## config.mk

```make
export PLATFORM = sky130hd
export DESIGN_NAME = bdp_ram
export DESIGN_NICKNAME = d
export VERILOG_FILES = /design/src/rtl/bdp_ram.sv
export SDC_FILE = /design/constraint.sdc
export NUM_CORES = 2
export LEC_CHECK = 0
export BUFFER_PORTS_ARGS = -buffer_cell sky130_fd_sc_hd__buf_2
export CAP_MARGIN = 15
export CORE_MARGIN = 10
export CORE_UTILIZATION = 50
export CTS_BUF_LIST = sky130_fd_sc_hd__clkbuf_16
export DETAILED_ROUTE_END_ITERATION = 10
export GPL_TIMING_DRIVEN = 0
export PLACE_DENSITY_LB_ADDON = 0.1
export REMOVE_ABC_BUFFERS = 1
export SLEW_MARGIN = 25
export SYNTH_ARGS = -nofsm -noshare
export SYNTH_HDL_FRONTEND = slang
export SYNTH_SLANG_ARGS = --single-unit
```

## constraint.sdc

```tcl
create_clock -name clk_i -period 4.48 [get_ports clk_i]
set_input_delay 0.672 -clock clk_i [delete_from_list [all_inputs] [get_ports clk_i]]
set_output_delay 0.672 -clock clk_i [all_outputs]
set_load 0.05 [all_outputs]
```

## src/rtl/bdp_ram.sv

```systemverilog
`default_nettype none

module bdp_ram #(
  parameter int unsigned Width    = 2,
  parameter int unsigned AddrBits = 10
) (
  input  wire logic                clk_i,
  input  wire logic                we_i,
  input  wire logic [AddrBits-1:0] waddr_i,
  input  wire logic [Width-1:0]    wdata_i,
  input  wire logic                re_i,
  input  wire logic [AddrBits-1:0] raddr_i,
  output logic      [Width-1:0]    rdata_o
);

  logic [Width-1:0] mem_q [2**AddrBits];

  always_ff @(posedge clk_i) begin
    if (we_i) begin
      mem_q[waddr_i] <= wdata_i;
    end
  end

  // Read returns the contents before a write at the same edge.
  always_ff @(posedge clk_i) begin
    if (re_i) begin
      rdata_o <= mem_q[raddr_i];
    end
  end

endmodule

`default_nettype wire

```

==> flow_summary.toml <==
[timing]
fmax_ghz = 0.2264
post-route-period-util = 0.9861
min_period_ns = 4.418
hold_viol = 0
max_slew_margin = 0.2723
worst_pin_slew_ns = 1.091
setup_viol = 0
fin_skew_ns = 0.02949
slew_violations = 0
rsz0062_at_grt = "no"
hold_slack_ns = 0.06715

[logic_synthesis]
syn_avg_cell_area_sq_um = 17.48
synth-edff-count = 2050
synth-seq-cells = 2050
synth_area_sq_mm = 0.08378
ys_warn_count = 0
synthArstFlopShare = 0
synthFlopType = "edfxtp_1"
ys_types = 65
ys_seq_area_frac = 0.7348
synthCells = 4793

[power]
clockPowerShare = 0.426
internal_power_uw = 31860
power.leakage_uw = 0.02905
power_density_mw_per_mm2 = 427.7
netSwitchingPower_uw = 8622
p_comb_frac = 0.052
p_sw_frac = 0.2130
finalPower_uw = 40480
vdd_drop_max_mv = 0.4059
power_frac_seq = 0.522

[grt]
track_usage = 0.2473
grt_max_degree = 141
antenna_found_initial = 8
grt_pass1_wl_microns = 329300
grt_pass1_vias = 45734
grt-ovfl-total = 0

[route]
wl_per_cell_microns = 32.43
top_layer = "met4"
dr_wl_met3_microns = 18550
drcViolationCount = 0
drtIter0Drc = 5504
m1WireLength_microns = 94560
postRouteWirelength_microns = 231100
wl_met2_microns = 111700
via_per_inst = 6.340
drtAntennaViolNets = 0
drt-pass1-iter-count = 6
vias = 45193

[place]
place_area_sq_mm = 0.08759
dp_hpwl_microns = 138000
dp_cells = 6739
port-buffer-count = 26
place_congestion = 0.7551

[clock_network]
cts-hold-fix-buffers = 0
root_buffer = "clkbuf_16"
clock_latency_ns = 0.85
clockBufferDepth = 3
cts_made_buffers = 206
cts.sinks = 2050
clkTransAtPathRegs_ns = 0.06
cts_tree = "built"
htree_levels = 4

[min_path]
hp-class = "in -> reg"
hold_path_depth = 1
min_to = "rdata_o[1]$_DFFE_PP_"
worstHoldStart = "re_i"

[final_layout]
fin_area_sq_mm = 0.09464
fin_cells = 7128
nets = 4775
area_growth_pct = 12.97
n_fill_cell = 12739
utilization = 0.5672
final_layout_size_suffix_gt1_frac = 0.2033

[critical_path]
end_kind = "flop"
r2r-end = "rdata_o[1]$_DFFE_PP_"
worst-r2r-cell-count = 8
crit_type = "in -> reg"
path_max_fanout = 51
cp.arrival_ns = 5.05
reg2reg_slack_ns = 0.70
worstSetupStartpointType = "input port"
worstPathRequired_ns = 5.11
r2r_start = "mem_q[391][1]$_DFFE_PP_"

[job]
drv_cap = 0

[die]
row_count = 150
die_h_microns = 429.3
die_w_microns = 429.3
design.core.area_sq_mm = 0.1668
initial_core_util = 0.5021
io_pins = 27
dieArea_sq_mm = 0.1843

[status]
status = "complete, no violations"
-- repair_timing --
| item | CTS | global route |
|---|---|---|
| setup endpoints to repair | 2 | 1 |
| gates resized for setup | 10 | 2 |
| cloned | 7 | 0 |
| pin swaps | 1 | 1 |
| hold endpoints to repair | 0 | 0 |
| setup buffers | 0 | 0 |
-- final cells by class --
| class | count | area, sq um | share of cell area |
|---|---|---|---|
| Tap cell | 2204 | 2758 | 0.02914 |
| Antenna cell | 5 | 12.51 | 0.0001322 |
| Clock inverter | 167 | 1475 | 0.01559 |
| Timing Repair Buffer | 145 | 2786 | 0.02944 |
| Multi-Input combinational cell | 2341 | 20760 | 0.2193 |
| Sequential cell | 2050 | 61560 | 0.6504 |
| Clock buffer | 210 | 5255 | 0.05552 |
| Inverter | 6 | 37.54 | 0.0003966 |
-- routing by layer --
layer	up-vias	GRT usage
met4	0	0.06924
met5	-	0
met1	24088	0.3464
met3	332	0.04551
li1	18876	-
met2	1897	0.3995
-- stage by stage --
| stage | setup WS, ns | setup TNS (ns) |
|---|---|---|
| 2_1_floorplan | 0.7222 | 0 |
| 3_3_place_gp | -18.11 | - |
| 3_5_place_dp | -2.073 | -4.055 |
| 4_1_cts | 0.03473 | 0 |
| 5_1_grt | 0.02168 | 0 |
| 6_report | 0.06238 | 0 |
-- worst max-delay path, stage by stage --
cell,delay [ns]
buf_6,0.36
buf_16,0.35
and2_1,0.92
nand2_1,0.46
o21ai_0,0.27
nor3_1,0.10
nor3_1,0.89
o311ai_0,0.57
nand4_1,0.38
-- power groups by stage --
stage	Sequential, uW	Combinational, uW	Clock [uW]
after global routing	21100	2230	18200
final	21100	2120	17200
after floorplan	21500	802	0
after detailed placement	21500	2070	0
after global placement	21800	2510	0
after CTS	21100	2120	17500
-- Yosys cell counts, types with 5 or more instances --
cell,number,area share
edfxtp_1,2050,0.73
nor2_1,1054,0.047
mux4_2,449,0.12
clkbuf_1,239,0.011
mux2i_1,205,0.024
nand2_1,96,0.0043
o221ai_1,82,0.0086
a21oi_1,70,0.0042
buf_1,54,0.0024
a22oi_1,45,0.0040
nor3_1,45,0.0027
o22ai_1,45,0.0034
nand3_1,39,0.0023
o21ai_0,36,0.0022
buf_6,33,0.0044
buf_4,28,0.0025
buf_2,26,0.0016
buf_8,14,0.0025
a211oi_1,13,0.0012
a221oi_1,13,0.0014
a22o_1,13,0.0014
nand4_1,13,0.00097
nor2b_1,13,0.00097
nor3b_1,10,0.00090
nor4_1,9,0.00067
and3_1,8,0.00060
mux2_2,8,0.0011
nand2b_1,8,0.00060
a31oi_1,7,0.00052
and2_1,6,0.00045
o31ai_1,5,0.00045
-- placed cells by master (no fill, tap or decap), types with 8 or more instances in the layout --
| cell type | synthesis | final |
|---|---|---|
| edfxtp_1 | 2050 | 2050 |
| nor2_1 | 1054 | 1048 |
| mux4_2 | 449 | 449 |
| clkbuf_16 | 0 | 210 |
| mux2i_1 | 205 | 205 |
| o221ai_1 | 82 | 82 |
| a21oi_1 | 70 | 70 |
| nand2_1 | 96 | 60 |
| buf_16 | 0 | 48 |
| o22ai_1 | 45 | 45 |
| inv_1 | 4 | 44 |
| a22oi_1 | 45 | 44 |
| clkinv_2 | 0 | 44 |
| clkinv_1 | 1 | 41 |
| nor3_1 | 45 | 40 |
| buf_12 | 2 | 38 |
| o21ai_0 | 36 | 34 |
| nand2_2 | 0 | 30 |
| bufinv_16 | 0 | 27 |
| nand3_4 | 0 | 24 |
| buf_6 | 33 | 19 |
| buf_2 | 26 | 18 |
| nand3_1 | 39 | 15 |
| a22o_1 | 13 | 13 |
| nand4_1 | 13 | 13 |
| a211oi_1 | 13 | 13 |
| a221oi_1 | 13 | 12 |
| and3_1 | 8 | 8 |
| mux2_2 | 8 | 8 |
| buf_8 | 14 | 8 |
-- flip-flops by register name, summed over array words and instances, names as in the netlist --
name / cells
rdata_o: 2
mem_q: 2048
-- cell families (layout without fill, tap and decap cells) --
| group | after synthesis | in the layout | share of synthesized area |
|---|---|---|---|
| flip-flops | 2050 | 2050 | 0.7348 |
| multiplexers | 664 | 664 | 0.1465 |
| AND/OR/NAND/NOR | 1324 | 1324 | 0.06401 |
| AO/OA/AOI/OAI | 353 | 353 | 0.02978 |
| other | 0 | 5 | 0 |
| buffers and inverters | 402 | 528 | 0.02488 |
-- how the worst max path moves through the flow --
stage | slack, ns | endpoint | from | depth (start not counted)
5_1_grt | 0.02 | rdata_o[1]$_DFFE_PP_ | raddr_i[0] | 12
6_report | 0.06 | rdata_o[1]$_DFFE_PP_ | raddr_i[4] | 9
4_1_cts | 0.03 | rdata_o[1]$_DFFE_PP_ | raddr_i[1] | 11
3_5_place_dp | -2.07 | rdata_o[1]$_DFFE_PP_ | raddr_i[0] | 10
2_1_floorplan | 0.72 | rdata_o[1]$_DFFE_PP_ | raddr_i[1] | 7
3_3_place_gp | -18.11 | rdata_o[0]$_DFFE_PP_ | raddr_i[1] | 9
Note: power is estimated with default switching activity, not from simulation.
