`src/rtl/bdp_pkg.sv`:
```
`default_nettype none

package bdp_pkg;

  // Field widths of the request and response.
  localparam int unsigned AddrBits     = 32;
  localparam int unsigned OutCountBits = 32;

  // Predictor geometry.
  localparam int unsigned HistBits   = 10;
  localparam int unsigned CtrIdxBits = 10;  // 1024 counters per table
  localparam int unsigned LocIdxBits = 10;  // 1024 local histories
  localparam int unsigned CtrBits    = 2;
  localparam int unsigned CountBits  = 32;

  // The clearing pass walks the larger of the two table depths.
  localparam int unsigned ClrIdxBits = (CtrIdxBits > LocIdxBits) ? CtrIdxBits : LocIdxBits;

  // Result queue behind the pipeline.
  localparam int unsigned FifoDepth   = 4;
  localparam int unsigned FifoPtrBits = 2;
  localparam int unsigned FifoCntBits = 3;

  typedef logic [CountBits-1:0] count_t;
  typedef logic [CtrBits-1:0]   ctr_t;

  localparam count_t CountMax = '1;
  localparam ctr_t   CtrMax   = '1;
  localparam ctr_t   CtrMin   = '0;

  typedef struct packed {
    logic [AddrBits-1:0] branch_address;
    logic                taken;
  } req_t;

  typedef struct packed {
    logic                    pred_bimodal;
    logic                    pred_local;
    logic                    pred_global;
    logic                    pred_gshare;
    logic                    pred_local_xor;
    logic [OutCountBits-1:0] total_branches;
    logic [OutCountBits-1:0] total_miss_bimodal;
    logic [OutCountBits-1:0] total_miss_local;
    logic [OutCountBits-1:0] total_miss_global;
    logic [OutCountBits-1:0] total_miss_gshare;
    logic [OutCountBits-1:0] total_miss_local_xor;
  } rsp_t;

  // Table clearing sweep after reset.
  typedef struct packed {
    logic                  active;
    logic [ClrIdxBits-1:0] idx;
  } clr_t;

  // Counter lookup issued to a predictor lane.
  typedef struct packed {
    logic                  valid;
    logic [CtrIdxBits-1:0] idx;
    logic                  taken;
  } lookup_t;

  // Standard 2-bit saturating counter training.
  function automatic ctr_t ctr_next(input ctr_t ctr, input logic taken);
    ctr_t res;
    res = ctr;
    if (taken) begin
      if (ctr != CtrMax) res = ctr + ctr_t'(1);
    end else begin
      if (ctr != CtrMin) res = ctr - ctr_t'(1);
    end
    return res;
  endfunction

  function automatic count_t sat_inc(input count_t cnt);
    count_t res;
    res = cnt;
    if (cnt != CountMax) res = cnt + count_t'(1);
    return res;
  endfunction

endpackage

`default_nettype wire

```
`src/rtl/bdp_out_fifo.sv`:
```
`default_nettype none

module bdp_out_fifo (
  input  wire logic                            clk_i,
  input  wire logic                            rst_ni,
  input  wire logic                            push_i,
  input  wire bdp_pkg::rsp_t                   push_data_i,
  input  wire logic                            pop_i,
  output logic                                 valid_o,
  output bdp_pkg::rsp_t                        data_o,
  output logic [bdp_pkg::FifoCntBits-1:0]      count_o
);

  bdp_pkg::rsp_t                   mem_q [bdp_pkg::FifoDepth];
  logic [bdp_pkg::FifoPtrBits-1:0] wr_ptr_q, rd_ptr_q;
  logic [bdp_pkg::FifoCntBits-1:0] cnt_q, cnt_d;
  logic                            pop;

  assign valid_o = (cnt_q != '0);
  assign data_o  = mem_q[rd_ptr_q];
  assign count_o = cnt_q;
  assign pop     = pop_i && valid_o;

  always_comb begin
    cnt_d = cnt_q;
    if (push_i && !pop) cnt_d = cnt_q + 1'b1;
    if (!push_i && pop) cnt_d = cnt_q - 1'b1;
  end

  always_ff @(posedge clk_i or negedge rst_ni) begin
    if (!rst_ni) begin
      wr_ptr_q <= '0;
      rd_ptr_q <= '0;
      cnt_q    <= '0;
    end else begin
      if (push_i) wr_ptr_q <= wr_ptr_q + 1'b1;
      if (pop)    rd_ptr_q <= rd_ptr_q + 1'b1;
      cnt_q <= cnt_d;
    end
  end

  always_ff @(posedge clk_i) begin
    if (push_i) begin
      mem_q[wr_ptr_q] <= push_data_i;
    end
  end

endmodule

`default_nettype wire

```
`config.mk`:
```
export PLATFORM = sky130hd
export DESIGN_NAME = bdp_out_fifo
export DESIGN_NICKNAME = d
export VERILOG_FILES = /design/src/rtl/bdp_pkg.sv /design/src/rtl/bdp_out_fifo.sv
export SDC_FILE = /design/constraint.sdc
export NUM_CORES = 1
export LEC_CHECK = 0
export BUFFER_PORTS_ARGS = -buffer_cell sky130_fd_sc_hd__buf_2
export CAP_MARGIN = 25
export CORE_MARGIN = 2
export CORE_UTILIZATION = 57
export DETAILED_ROUTE_END_ITERATION = 12
export PLACE_DENSITY = 0.79
export SLEW_MARGIN = 20
export SYNTH_ARGS = -nofsm -noshare
export SYNTH_HDL_FRONTEND = slang
export SYNTH_SLANG_ARGS = --single-unit
```
`constraint.sdc`:
```
create_clock -name clk_i -period 6.2 [get_ports clk_i]
set_input_delay 0.93 -clock clk_i [delete_from_list [all_inputs] [get_ports clk_i]]
set_output_delay 0.93 -clock clk_i [all_outputs]
set_load 0.005 [all_outputs]
```
==> flow_summary.rst <==
.. list-table::
   :header-rows: 1

   * - Metric
     - Value
   * - Result of the run
     - complete, no violations
   * - Top cell type's share of synthesized area
     - between 80 and 90%
   * - Required time reported for the critical path endpoint
     - roughly 5.3 ns
   * - Slew HR
     - between 30% and 40%
   * - Mean number of vias per cell
     - 5.793
   * - Class of the tightest hold or removal check
     - input port to async pin
   * - Number of rows created at floorplan
     - 82
   * - TritonCTS Sinks
     - a little under 800
   * - Crit path setup slack, layout
     - around 2.2 ns
   * - Synth Area per Inst
     - 27.04 um2
   * - Global-route usage over all layers
     - 22.09%
   * - Most frequent cells in the layout
     - edfxtp_1 (788), buf_2 (401), mux4_2 (197)
   * - Number of hold-slack violations in the final timing report
     - 0
   * - Top layer reached by signal wires
     - met5
   * - Clock insertion delay at the later pin of the skew report
     - 0.61 ns
   * - Routed wire length on met2
     - around 28000 um
   * - Worst reg2reg path endpoint
     - mem_q[2][167]$_DFFE_PP_
   * - Reg-to-reg slack, setup
     - 3.78 ns
   * - Fraction of the cycle the final worst path needs
     - 64.03%
   * - Count of TritonRoute iterations in the first routing pass
     - 5
   * - WHS
     - 0.1535 ns
   * - Initial Utilization
     - a little under three fifths
   * - Number of slew-limit violations in the final report
     - 0
   * - Maximum operating frequency
     - ~0.25 GHz
   * - Post-Place Setup Slack
     - roughly 2.8 ns
   * - Initial antenna violation count
     - 19
   * - Top Ports
     - between 400 and 500
   * - Type of origin of the critical path
     - flop
   * - Number of gates given a new drive strength after cts
     - 0
   * - Clock root buffer
     - clkbuf_16
   * - Most common library cell in the layout ignoring fill and taps
     - edfxtp_1
   * - Portion of the post-synthesis area used by sequential elements
     - between 80% and 90%
   * - Yosys cell types
     - 19
   * - Count of yosys warnings during synthesis
     - 0
   * - Routed vias
     - about 13000
   * - Routed wire length on met3
     - 5472 um
   * - Final weighted congestion in routability-driven placement
     - roughly 0.73
   * - CTS H-tree depth
     - 3
   * - Netlist area before placement
     - between 20000 and 30000 um2
   * - Number of hold buffers added after cts
     - 0
   * - Average detailed-routed wire length per instance
     - between 20 and 30 um
   * - Arrival time of data at the critical path endpoint
     - 3.04 ns
   * - Area leader, netlist
     - edfxtp_1
   * - Synthesized netlist net count
     - roughly 1300
   * - TritonCTS clock tree
     - built
   * - Power density over cell area
     - approximately 470 nW/um2
   * - Drc violations
     - 0
   * - Gate count of the mapped netlist
     - between 1000 and 1500
   * - Worst Setup Path Type
     - flop to output pin
   * - Filler cells
     - between 3000 and 4000
   * - Worst Setup End Kind
     - output pin
   * - Final HPWL from detailed placement
     - 32740 um
   * - Wire length of the first global-routing pass
     - ~86000 um
   * - FF+latch count, synth
     - just under 800
   * - Path depth of the worst reg2reg path
     - 4
   * - Leakage power summed over all cells
     - 11.53 nW
   * - Total routed wire length on the met1 layer
     - approximately 22000 um
   * - Post-CTS setup-driven buffer insertion count
     - 0
   * - Fraction of final layout cells sized beyond drive strength 1
     - between 40% and 50%
   * - Port Buffers
     - about 400
   * - Area Overhead vs Synth
     - 17.96%
   * - Launching point of the worst reg2reg path
     - wr_ptr_q[0]$_DFFE_PN0P_
   * - Worst-case clock buffer depth
     - 3
   * - Worst-path fanout max
     - between 40 and 50
   * - Transition at the pin with the smallest max-transition slack
     - 0.9888 ns
   * - Number of global-route vias before repair
     - between 10000 and 15000
   * - Routed WL
     - roughly 57000 um
   * - Number of non-filler instances in the completed layout
     - between 2000 and 2500
   * - Core area
     - around 50000 um2
   * - Number of CTS-inserted buffers
     - 76
   * - Cells after DPL
     - ~2100
   * - Max-capacitance violation count
     - 0
   * - Nets
     - 1722
   * - Largest cells by area after synthesis
     - edfxtp_1 (82%), mux4_2 (15%), dfrtp_1 (0.61%)
   * - Setup repair after global routing missed its margin
     - no
   * - Maximum ir drop on the vdd rail
     - around 0.39 mV
   * - Die span in y
     - between 200 and 250 um
   * - Worst Skew
     - 0.01211 ns
   * - Pin count of the biggest net entering global routing
     - 126
   * - Setup TNS
     - 0 ns
   * - GR Overflow Total
     - 0
   * - Violation count after the first detailed-routing iteration
     - 974
   * - CTS clock-pin slew for the worst setup and hold paths
     - 0.06 ns
   * - Minimum clock period
     - slightly below 4 ns
   * - Antenna violation net count after detailed routing
     - 0
   * - Chip width
     - approximately 230 um
   * - Die area
     - around 52000 um2
   * - Final setup violating endpoints
     - 0
## final cells by class
type	count	area [um2]	area share [%]
antenna	9	22.52	0.06629
clock buffer	95	2016	5.933
timing repair buffer	416	2232	6.570
inverter	6	22.52	0.06629
sequential	795	23850	70.19
clock inverter	38	346.6	1.020
tap	672	840.8	2.475
multi-input combinational	220	4648	13.68
## synth_stat cells, drive strengths merged
library cell / instances
edfxtp: 788
nand2: 2
buf: 38
and2: 4
clkbuf: 6
o31a: 1
mux2i: 1
fa: 1
nor2: 1
mux4: 197
or3: 1
xnor2: 2
dfrtp: 7
xor2: 4
ha: 5
o21ai: 1
inv: 6
## metal layers
metal / up-vias / GRT usage (%)
met1: 6846 / 29.62
met4: 28 / 5.966
met2: 523 / 35.45
met5: - / 0
li1: 5543 / -
met3: 100 / 7.373
## registers in the layout, indices dropped and copies added (netlist names)
name and count:
count_o 3, mem_q 788, rd_ptr_q 2, wr_ptr_q 2
## critical path, cell delays in order (launching register included)
cell and delay, ns:
dfrtp_4 1.04, buf_4 0.61, mux4_2 0.60, buf_2 0.16
## power breakdown
part / switching [W] / leakage, nW / internal [W]
combinational: 0.00221 / 3.07 / 0.00205
clock: 0.00187 / 1.14 / 0.00252
sequential: 0.000320 / 7.32 / 0.00703
total: 0.00440 / 11.5 / 0.0116
## cell families (layout without fill, tap and decap cells)
group,Yosys count,in the layout,share of synthesized area [%]
AOI/OAI and AO/OA,2,2,0.04778
buffers and inverters,50,555,1.129
xor gates and xnor gates,6,6,0.1825
other,0,9,0
muxes,198,198,15.44
DFF,795,795,82.77
and+or+nand+nor,8,8,0.1477
adders and majority gates,6,6,0.2867
## worst max-delay path by stage
stage                                       start                     to  slack, ns
final                     rd_ptr_q[0]$_DFFE_PN0P_             data_o[45]       2.23
after detailed placement  rd_ptr_q[0]$_DFFE_PN0P_              data_o[5]       2.76
after floorplan                            push_i  mem_q[0][0]$_DFFE_PP_       0.22
after global placement    rd_ptr_q[0]$_DFFE_PN0P_            data_o[179]       2.75
after global routing      rd_ptr_q[0]$_DFFE_PN0P_             data_o[45]       1.97
after CTS                 rd_ptr_q[0]$_DFFE_PN0P_             data_o[45]       2.08
## metrics by stage
step,cell area (um2),power (W),util (%)
6_report,33970,0.01600,67.86
5_1_grt,33950,0.01669,67.82
4_1_cts,33950,0.01622,67.81
3_5_place_dp,31590,0.01177,63.09
3_3_place_gp,31570,0.01168,63.05
2_1_floorplan,28800,0.01019,-
Note: power is estimated with default switching activity, not from simulation.
