`config.mk`:
```
export PLATFORM = sky130hd
export DESIGN_NAME = bdp_lane
export DESIGN_NICKNAME = d
export VERILOG_FILES = /design/src/rtl/bdp_pkg.sv /design/src/rtl/bdp_ram.sv /design/src/rtl/bdp_lane.sv
export SDC_FILE = /design/constraint.sdc
export NUM_CORES = 2
export LEC_CHECK = 0
export BUFFER_PORTS_ARGS = -buffer_cell sky130_fd_sc_hd__buf_2
export CAP_MARGIN = 20
export CORE_ASPECT_RATIO = 0.8
export CORE_UTILIZATION = 30
export CTS_BUF_LIST = sky130_fd_sc_hd__clkbuf_4 sky130_fd_sc_hd__clkbuf_8 sky130_fd_sc_hd__clkbuf_16
export DETAILED_ROUTE_END_ITERATION = 10
export GPL_ROUTABILITY_DRIVEN = 0
export PLACE_DENSITY = 0.41
export SKIP_CTS_REPAIR_TIMING = 1
export SLEW_MARGIN = 20
export SYNTH_ARGS = -nofsm -noshare
export SYNTH_HDL_FRONTEND = slang
export SYNTH_SLANG_ARGS = --single-unit
```
`constraint.sdc`:
```
create_clock -name clk_i -period 73.7 [get_ports clk_i]
set_input_delay 22.11 -clock clk_i [delete_from_list [all_inputs] [get_ports clk_i]]
set_output_delay 22.11 -clock clk_i [all_outputs]
set_load 0.02 [all_outputs]
```
`src/rtl/bdp_pkg.sv`:
```
`default_nettype none

package bdp_pkg;

  // Field widths of the request and response.
  localparam int unsigned AddrBits     = 32;
  localparam int unsigned OutCountBits = 32;

  // Predictor geometry.
  localparam int unsigned HistBits   = 10;
  localparam int unsigned CtrIdxBits = 10;  // 1024 counters per table
  localparam int unsigned LocIdxBits = 10;  // 1024 local histories
  localparam int unsigned CtrBits    = 2;
  localparam int unsigned CountBits  = 32;

  // The clearing pass walks the larger of the two table depths.
  localparam int unsigned ClrIdxBits = (CtrIdxBits > LocIdxBits) ? CtrIdxBits : LocIdxBits;

  // Result queue behind the pipeline.
  localparam int unsigned FifoDepth   = 4;
  localparam int unsigned FifoPtrBits = 2;
  localparam int unsigned FifoCntBits = 3;

  typedef logic [CountBits-1:0] count_t;
  typedef logic [CtrBits-1:0]   ctr_t;

  localparam count_t CountMax = '1;
  localparam ctr_t   CtrMax   = '1;
  localparam ctr_t   CtrMin   = '0;

  typedef struct packed {
    logic [AddrBits-1:0] branch_address;
    logic                taken;
  } req_t;

  typedef struct packed {
    logic                    pred_bimodal;
    logic                    pred_local;
    logic                    pred_global;
    logic                    pred_gshare;
    logic                    pred_local_xor;
    logic [OutCountBits-1:0] total_branches;
    logic [OutCountBits-1:0] total_miss_bimodal;
    logic [OutCountBits-1:0] total_miss_local;
    logic [OutCountBits-1:0] total_miss_global;
    logic [OutCountBits-1:0] total_miss_gshare;
    logic [OutCountBits-1:0] total_miss_local_xor;
  } rsp_t;

  // Table clearing sweep after reset.
  typedef struct packed {
    logic                  active;
    logic [ClrIdxBits-1:0] idx;
  } clr_t;

  // Counter lookup issued to a predictor lane.
  typedef struct packed {
    logic                  valid;
    logic [CtrIdxBits-1:0] idx;
    logic                  taken;
  } lookup_t;

  // Standard 2-bit saturating counter training.
  function automatic ctr_t ctr_next(input ctr_t ctr, input logic taken);
    ctr_t res;
    res = ctr;
    if (taken) begin
      if (ctr != CtrMax) res = ctr + ctr_t'(1);
    end else begin
      if (ctr != CtrMin) res = ctr - ctr_t'(1);
    end
    return res;
  endfunction

  function automatic count_t sat_inc(input count_t cnt);
    count_t res;
    res = cnt;
    if (cnt != CountMax) res = cnt + count_t'(1);
    return res;
  endfunction

endpackage

`default_nettype wire

```
`src/rtl/bdp_ram.sv`:
```
`default_nettype none

module bdp_ram #(
  parameter int unsigned Width    = 2,
  parameter int unsigned AddrBits = 10
) (
  input  wire logic                clk_i,
  input  wire logic                we_i,
  input  wire logic [AddrBits-1:0] waddr_i,
  input  wire logic [Width-1:0]    wdata_i,
  input  wire logic                re_i,
  input  wire logic [AddrBits-1:0] raddr_i,
  output logic      [Width-1:0]    rdata_o
);

  logic [Width-1:0] mem_q [2**AddrBits];

  always_ff @(posedge clk_i) begin
    if (we_i) begin
      mem_q[waddr_i] <= wdata_i;
    end
  end

  // Read returns the contents before a write at the same edge.
  always_ff @(posedge clk_i) begin
    if (re_i) begin
      rdata_o <= mem_q[raddr_i];
    end
  end

endmodule

`default_nettype wire

```
`src/rtl/bdp_lane.sv`:
```
`default_nettype none

module bdp_lane (
  input  wire logic             clk_i,
  input  wire logic             rst_ni,
  input  wire bdp_pkg::clr_t    clr_i,
  input  wire bdp_pkg::lookup_t lookup_i,
  output logic                  pred_o,
  output bdp_pkg::count_t       miss_count_o
);

  logic                           s2_valid_q;
  logic [bdp_pkg::CtrIdxBits-1:0] s2_idx_q;
  logic                           s2_taken_q;

  logic                           fwd_valid_q;
  logic [bdp_pkg::CtrIdxBits-1:0] fwd_idx_q;
  bdp_pkg::ctr_t                  fwd_ctr_q;

  bdp_pkg::count_t miss_q, miss_d;

  bdp_pkg::ctr_t                  ram_rdata;
  bdp_pkg::ctr_t                  ctr_cur;
  bdp_pkg::ctr_t                  ctr_new;
  logic                           ram_we;
  logic [bdp_pkg::CtrIdxBits-1:0] ram_waddr;
  bdp_pkg::ctr_t                  ram_wdata;

  bdp_ram #(
    .Width    (bdp_pkg::CtrBits),
    .AddrBits (bdp_pkg::CtrIdxBits)
  ) u_ram (
    .clk_i   (clk_i),
    .we_i    (ram_we),
    .waddr_i (ram_waddr),
    .wdata_i (ram_wdata),
    .re_i    (lookup_i.valid),
    .raddr_i (lookup_i.idx),
    .rdata_o (ram_rdata)
  );

  // The write of the previous branch lands on the same edge as our read,
  // so its value is taken from the bypass register instead.
  always_comb begin
    ctr_cur = ram_rdata;
    if (fwd_valid_q && (fwd_idx_q == s2_idx_q)) ctr_cur = fwd_ctr_q;
  end

  assign ctr_new = bdp_pkg::ctr_next(ctr_cur, s2_taken_q);
  assign pred_o  = ctr_cur[bdp_pkg::CtrBits-1];

  always_comb begin
    miss_d = miss_q;
    if (s2_valid_q && (pred_o != s2_taken_q)) miss_d = bdp_pkg::sat_inc(miss_q);
  end

  assign miss_count_o = miss_d;

  always_comb begin
    ram_we    = clr_i.active || s2_valid_q;
    ram_waddr = s2_idx_q;
    ram_wdata = ctr_new;
    if (clr_i.active) begin
      ram_waddr = clr_i.idx[bdp_pkg::CtrIdxBits-1:0];
      ram_wdata = '0;
    end
  end

  always_ff @(posedge clk_i or negedge rst_ni) begin
    if (!rst_ni) begin
      s2_valid_q  <= 1'b0;
      fwd_valid_q <= 1'b0;
      miss_q      <= '0;
    end else begin
      s2_valid_q  <= lookup_i.valid;
      fwd_valid_q <= s2_valid_q;
      miss_q      <= miss_d;
    end
  end

  always_ff @(posedge clk_i) begin
    if (lookup_i.valid) begin
      s2_idx_q   <= lookup_i.idx;
      s2_taken_q <= lookup_i.taken;
    end
    fwd_idx_q <= s2_idx_q;
    fwd_ctr_q <= ctr_new;
  end

endmodule

`default_nettype wire

```
==> flow_summary.html <==
<table>
<tr><th>Metric</th><th>Value</th></tr>
<tr><th colspan="2">Timing</th></tr>
<tr><td>Final number of max-transition violations</td><td>0</td></tr>
<tr><td>Highest attainable clock frequency</td><td>37.8 MHz</td></tr>
<tr><td>Final hold violation count</td><td>0</td></tr>
<tr><td>Slew at the pin closest to its max-slew limit</td><td>1.15 ns</td></tr>
<tr><td>RSZ-0062 raised after global routing</td><td>no</td></tr>
<tr><td>Fin Setup TNS</td><td>0 ns</td></tr>
<tr><td>Final Skew</td><td>0.0371 ns</td></tr>
<tr><td>Slew Limit Headroom</td><td>23.3%</td></tr>
<tr><td>Final worst-path cycle share</td><td>35.9%</td></tr>
<tr><td>Final setup vio count</td><td>0</td></tr>
<tr><td>Period minus WS final</td><td>26.48 ns</td></tr>
<tr><th colspan="2">Critical path</th></tr>
<tr><td>Required time of the critical path</td><td>74.45 ns</td></tr>
<tr><td>Endpoint kind of the worst setup timing path</td><td>flip-flop</td></tr>
<tr><td>Start-to-end type of the worst setup path</td><td>in2reg</td></tr>
<tr><td>Max FO, Critical Path</td><td>98</td></tr>
<tr><td>Arrival time of the worst setup path</td><td>27.23 ns</td></tr>
<tr><td>Worst setup SP type</td><td>primary input</td></tr>
<tr><th colspan="2">Min path</th></tr>
<tr><td>Hold Crit Class</td><td>reg2reg</td></tr>
<tr><th colspan="2">Layout</th></tr>
<tr><td>Syn-to-layout area delta</td><td>13.5%</td></tr>
<tr><td>Ratio of cells with drive above 1 in the final layout</td><td>19.8%</td></tr>
<tr><td>Count of non-filler cells in the finished layout</td><td>9,077</td></tr>
<tr><td>Total of fill cells in the finished design</td><td>27,200</td></tr>
<tr><td>Total number of nets in the final design</td><td>5,121</td></tr>
<tr><th colspan="2">Status</th></tr>
<tr><td>Run status</td><td>finished clean</td></tr>
<tr><th colspan="2">Die</th></tr>
<tr><td>Die height</td><td>482 um</td></tr>
<tr><td>Top-level I/O count</td><td>58</td></tr>
<tr><td>Die W</td><td>602 um</td></tr>
<tr><td>Effective utilization at floorplan</td><td>30.3%</td></tr>
<tr><td>DIE AREA</td><td>291,000 sq um</td></tr>
<tr><td>Cell row count</td><td>175</td></tr>
<tr><td>Floorplan core area</td><td>286,000 sq um</td></tr>
<tr><th colspan="2">Pwr</th></tr>
<tr><td>Int Power</td><td>2030 uW</td></tr>
<tr><td>Switching part of the total power</td><td>23.1%</td></tr>
<tr><td>Combinational Power Share</td><td>6.6%</td></tr>
<tr><td>Power density over cell area</td><td>26.9 nW/um^2</td></tr>
<tr><td>Leakage</td><td>0.0302 uW</td></tr>
<tr><td>Maximum VDD drop</td><td>0.0164 mV</td></tr>
<tr><td>Switching Power</td><td>612 uW</td></tr>
<tr><td>Sequential power share</td><td>50.9%</td></tr>
<tr><td>Clock power share</td><td>42.5%</td></tr>
<tr><th colspan="2">Yosys</th></tr>
<tr><td>Number of synthesized flops with an enable pin</td><td>2,061</td></tr>
<tr><td>Most instantiated flip-flop cell in the synthesis netlist</td><td>sky130_fd_sc_hd__edfxtp_1</td></tr>
<tr><td>Synthesized area divided by synthesized cell count</td><td>17.1 sq um</td></tr>
<tr><td>Number of flip-flops and latches in the synthesized netlist</td><td>2,107</td></tr>
<tr><td>Yosys warning count</td><td>0</td></tr>
<tr><td>Leading post-synthesis cells by cell area</td><td>sky130_fd_sc_hd__edfxtp_1 (72%), sky130_fd_sc_hd__mux4_2 (11%), sky130_fd_sc_hd__nor2_1 (4.7%)</td></tr>
<tr><td>Synthesized instance count</td><td>5,052</td></tr>
<tr><td>Sequential cell area fraction in the yosys report</td><td>72.8%</td></tr>
<tr><td>Yosys top cell area share</td><td>71.5%</td></tr>
<tr><td>Area leader, netlist</td><td>sky130_fd_sc_hd__edfxtp_1</td></tr>
<tr><td>Yosys cell types</td><td>77</td></tr>
<tr><td>Net count after synthesis</td><td>5,078</td></tr>
<tr><td>Combined area of all synthesized cells</td><td>86,500 sq um</td></tr>
<tr><td>Async set or reset register ratio after synthesis</td><td>1.61%</td></tr>
<tr><th colspan="2">Detailed routing</th></tr>
<tr><td>Via total after detailed routing</td><td>47,700</td></tr>
<tr><td>DR WL/cell</td><td>30.9 um</td></tr>
<tr><td>Vias per cell</td><td>5.25</td></tr>
<tr><td>Final routed wirelength across all metal layers</td><td>281,000 um</td></tr>
<tr><td>Final ANT Viol Nets</td><td>0</td></tr>
<tr><td>First DRT Iteration DRCs</td><td>5,320</td></tr>
<tr><td># DRC</td><td>0</td></tr>
<tr><td>Number of optimization iterations in the first detailed-route pass</td><td>5</td></tr>
<tr><th colspan="2">Clock tree</th></tr>
<tr><td>Buffer depth of the longest clock path</td><td>4</td></tr>
<tr><td>Worst-path clk slew</td><td>0.06 ns</td></tr>
<tr><td>Number of buffers inserted during clock tree synthesis</td><td>223</td></tr>
<tr><td>H-Tree Level Count</td><td>4</td></tr>
<tr><td>Insertion delay to the later sink of the worst-skew pair</td><td>0.90 ns</td></tr>
<tr><td>TritonCTS clock tree</td><td>built</td></tr>
<tr><td>Master cell of the clock root buffer</td><td>sky130_fd_sc_hd__clkbuf_16</td></tr>
<tr><td>Number of sinks driven by the clock tree</td><td>2,107</td></tr>
<tr><th colspan="2">Global route</th></tr>
<tr><td>Number of global-route vias before repair</td><td>48,500</td></tr>
<tr><td>Wire length of the first global-routing pass</td><td>391,000 um</td></tr>
<tr><td>Congestion Overflow GR</td><td>0</td></tr>
<tr><td>Antenna violations before repair</td><td>34</td></tr>
<tr><td>Pin count of the biggest net entering global routing</td><td>218</td></tr>
<tr><td>GRT Resource Usage Total</td><td>19.1%</td></tr>
<tr><th colspan="2">Run</th></tr>
<tr><td>Number of violations of the max-capacitance limit</td><td>0</td></tr>
<tr><th colspan="2">Place</th></tr>
<tr><td>Cell count after placement</td><td>8,673</td></tr>
<tr><td>Port Buffer Count</td><td>57</td></tr>
<tr><td>Detailed placement HPWL</td><td>157,000 um</td></tr>
</table>
==> power by group through the flow <==
| stage | Combinational [uW] | Sequential [uW] | Clock, uW |
|---|---|---|---|
| 2_1_floorplan | 98.2 | 1430 | 0 |
| 3_3_place_gp | 177 | 1370 | 0 |
| 3_5_place_dp | 176 | 1370 | 0 |
| 4_1_cts | 177 | 1350 | 1150 |
| 5_1_grt | 185 | 1350 | 1190 |
| 6_report | 173 | 1350 | 1120 |
==> cell usage after synthesis, types with 25 or more instances <==
cell / count
sky130_fd_sc_hd__a21oi_1: 70
sky130_fd_sc_hd__a22oi_1: 33
sky130_fd_sc_hd__buf_2: 52
sky130_fd_sc_hd__buf_4: 25
sky130_fd_sc_hd__buf_6: 36
sky130_fd_sc_hd__clkbuf_1: 254
sky130_fd_sc_hd__dfrtp_1: 34
sky130_fd_sc_hd__edfxtp_1: 2061
sky130_fd_sc_hd__mux2i_1: 222
sky130_fd_sc_hd__mux4_1: 26
sky130_fd_sc_hd__mux4_2: 414
sky130_fd_sc_hd__nand2_1: 136
sky130_fd_sc_hd__nand3_1: 34
sky130_fd_sc_hd__nor2_1: 1075
sky130_fd_sc_hd__nor3_1: 74
sky130_fd_sc_hd__o21ai_0: 46
sky130_fd_sc_hd__o221ai_1: 85
sky130_fd_sc_hd__o22ai_1: 49
sky130_fd_sc_hd__xnor2_1: 28
==> cell type report <==
cell class / instances / area (sq um) / area share (%)
sequential: 2107 / 63000 / 64.2
clock buffer: 273 / 6030 / 6.14
tap: 3805 / 4760 / 4.85
antenna: 4 / 10.0 / 0.0102
timing repair buffer: 212 / 1600 / 1.63
clock inverter: 125 / 1060 / 1.08
multi-input combinational: 2532 / 21700 / 22.1
inverter: 19 / 78.8 / 0.0803
==> final timing paths <==
path                                   from  cells after the start                  end  slack, ns
max in group asynchronous            rst_ni                      1           miss_q[16]      51.86
worst max register to register  s2_idx_q[5]                     12  u_ram.mem_q[122][1]      66.82
worst min-delay path            s2_idx_q[4]                      0         fwd_idx_q[4]       0.47
min in group asynchronous            rst_ni                      1            miss_q[6]      21.30
worst max-delay path            lookup_i[2]                     12     u_ram.rdata_o[1]      47.22
worst min register to register  s2_idx_q[4]                      0         fwd_idx_q[4]       0.47
==> cell usage in the layout, fill, tap and decap left out, types with 7 or more instances in the layout <==
cell type / instances
sky130_fd_sc_hd__and3_1: 11
sky130_fd_sc_hd__a21oi_1: 70
sky130_fd_sc_hd__mux2i_1: 222
sky130_fd_sc_hd__mux4_2: 414
sky130_fd_sc_hd__xor2_1: 14
sky130_fd_sc_hd__edfxtp_1: 2061
sky130_fd_sc_hd__nand3_1: 34
sky130_fd_sc_hd__nor2_1: 1073
sky130_fd_sc_hd__buf_4: 145
sky130_fd_sc_hd__nor3_1: 74
sky130_fd_sc_hd__nand4_1: 17
sky130_fd_sc_hd__clkbuf_16: 227
sky130_fd_sc_hd__nor4_1: 10
sky130_fd_sc_hd__mux4_1: 26
sky130_fd_sc_hd__buf_2: 53
sky130_fd_sc_hd__nand2_1: 113
sky130_fd_sc_hd__buf_12: 10
sky130_fd_sc_hd__and2_1: 8
sky130_fd_sc_hd__or3_4: 12
sky130_fd_sc_hd__a31oi_1: 12
sky130_fd_sc_hd__mux2_2: 13
sky130_fd_sc_hd__o221ai_1: 85
sky130_fd_sc_hd__a22o_1: 7
sky130_fd_sc_hd__bufinv_16: 19
sky130_fd_sc_hd__a221oi_1: 7
sky130_fd_sc_hd__a211oi_1: 20
sky130_fd_sc_hd__xnor2_1: 28
sky130_fd_sc_hd__inv_1: 15
sky130_fd_sc_hd__dfrtp_1: 34
sky130_fd_sc_hd__a22oi_1: 33
sky130_fd_sc_hd__nand2_4: 21
sky130_fd_sc_hd__o31ai_1: 10
sky130_fd_sc_hd__clkbuf_4: 46
sky130_fd_sc_hd__dfxtp_1: 12
sky130_fd_sc_hd__clkinv_2: 36
sky130_fd_sc_hd__o22ai_1: 49
sky130_fd_sc_hd__clkinv_1: 60
sky130_fd_sc_hd__o21ai_0: 45
==> flip-flops by register name (all words and copies together) (netlist names) <==
signal / cells
fwd_ctr_q: 2
fwd_idx_q: 10
fwd_valid_q: 1
miss_q: 32
s2_idx_q: 10
s2_taken_q: 1
s2_valid_q: 1
u_ram.mem_q: 2048
u_ram.rdata_o: 2
==> metal layers <==
layer,up-vias,global-route usage [%],wire length [um]
met4,2,4.48,6360
met1,25800,28.4,131000
met2,1630,28.9,124000
met3,346,3.36,18900
li1,19900,-,-
met5,-,0,13
==> worst max-delay path: stages <==
cell and delay (ns):
sky130_fd_sc_hd__buf_8 0.47, sky130_fd_sc_hd__buf_4 0.52, sky130_fd_sc_hd__buf_4 0.51, sky130_fd_sc_hd__buf_12 0.58
sky130_fd_sc_hd__mux4_2 0.33, sky130_fd_sc_hd__a21oi_1 0.09, sky130_fd_sc_hd__a211oi_1 0.37, sky130_fd_sc_hd__a21oi_1 0.17
sky130_fd_sc_hd__a211oi_1 0.65, sky130_fd_sc_hd__o21ai_1 0.48, sky130_fd_sc_hd__nor4_1 0.62, sky130_fd_sc_hd__a2111o_1 0.18
==> cells by family (layout without fill, tap and decap cells) <==
| group | count (synthesis) | after routing | synth area share (%) |
|---|---|---|---|
| other | 0 | 4 | 0 |
| muxes | 675 | 675 | 14.3 |
| DFF | 2107 | 2107 | 72.8 |
| and+or+nand+nor | 1430 | 1430 | 6.76 |
| xor gates and xnor gates | 42 | 42 | 0.425 |
| AOI/OAI and AO/OA | 383 | 383 | 3.13 |
| buffers and inverters | 413 | 629 | 2.56 |
| adders and majority gates | 2 | 2 | 0.0260 |
==> through the flow <==
stage	instance area (sq um)	setup WS, ns	total power [uW]	utilization, %	hold slack (ns)
floorplan	86500	21.06	1520	-	0.407
global placement	91000	46.02	1550	31.9	0.462
detailed placement	91100	46.16	1550	31.9	0.468
CTS	98100	47.12	2670	34.4	0.483
global route	98200	46.79	2720	34.4	0.503
finish	98200	47.22	2640	34.4	0.468
Power figures use the tool's default switching activity.
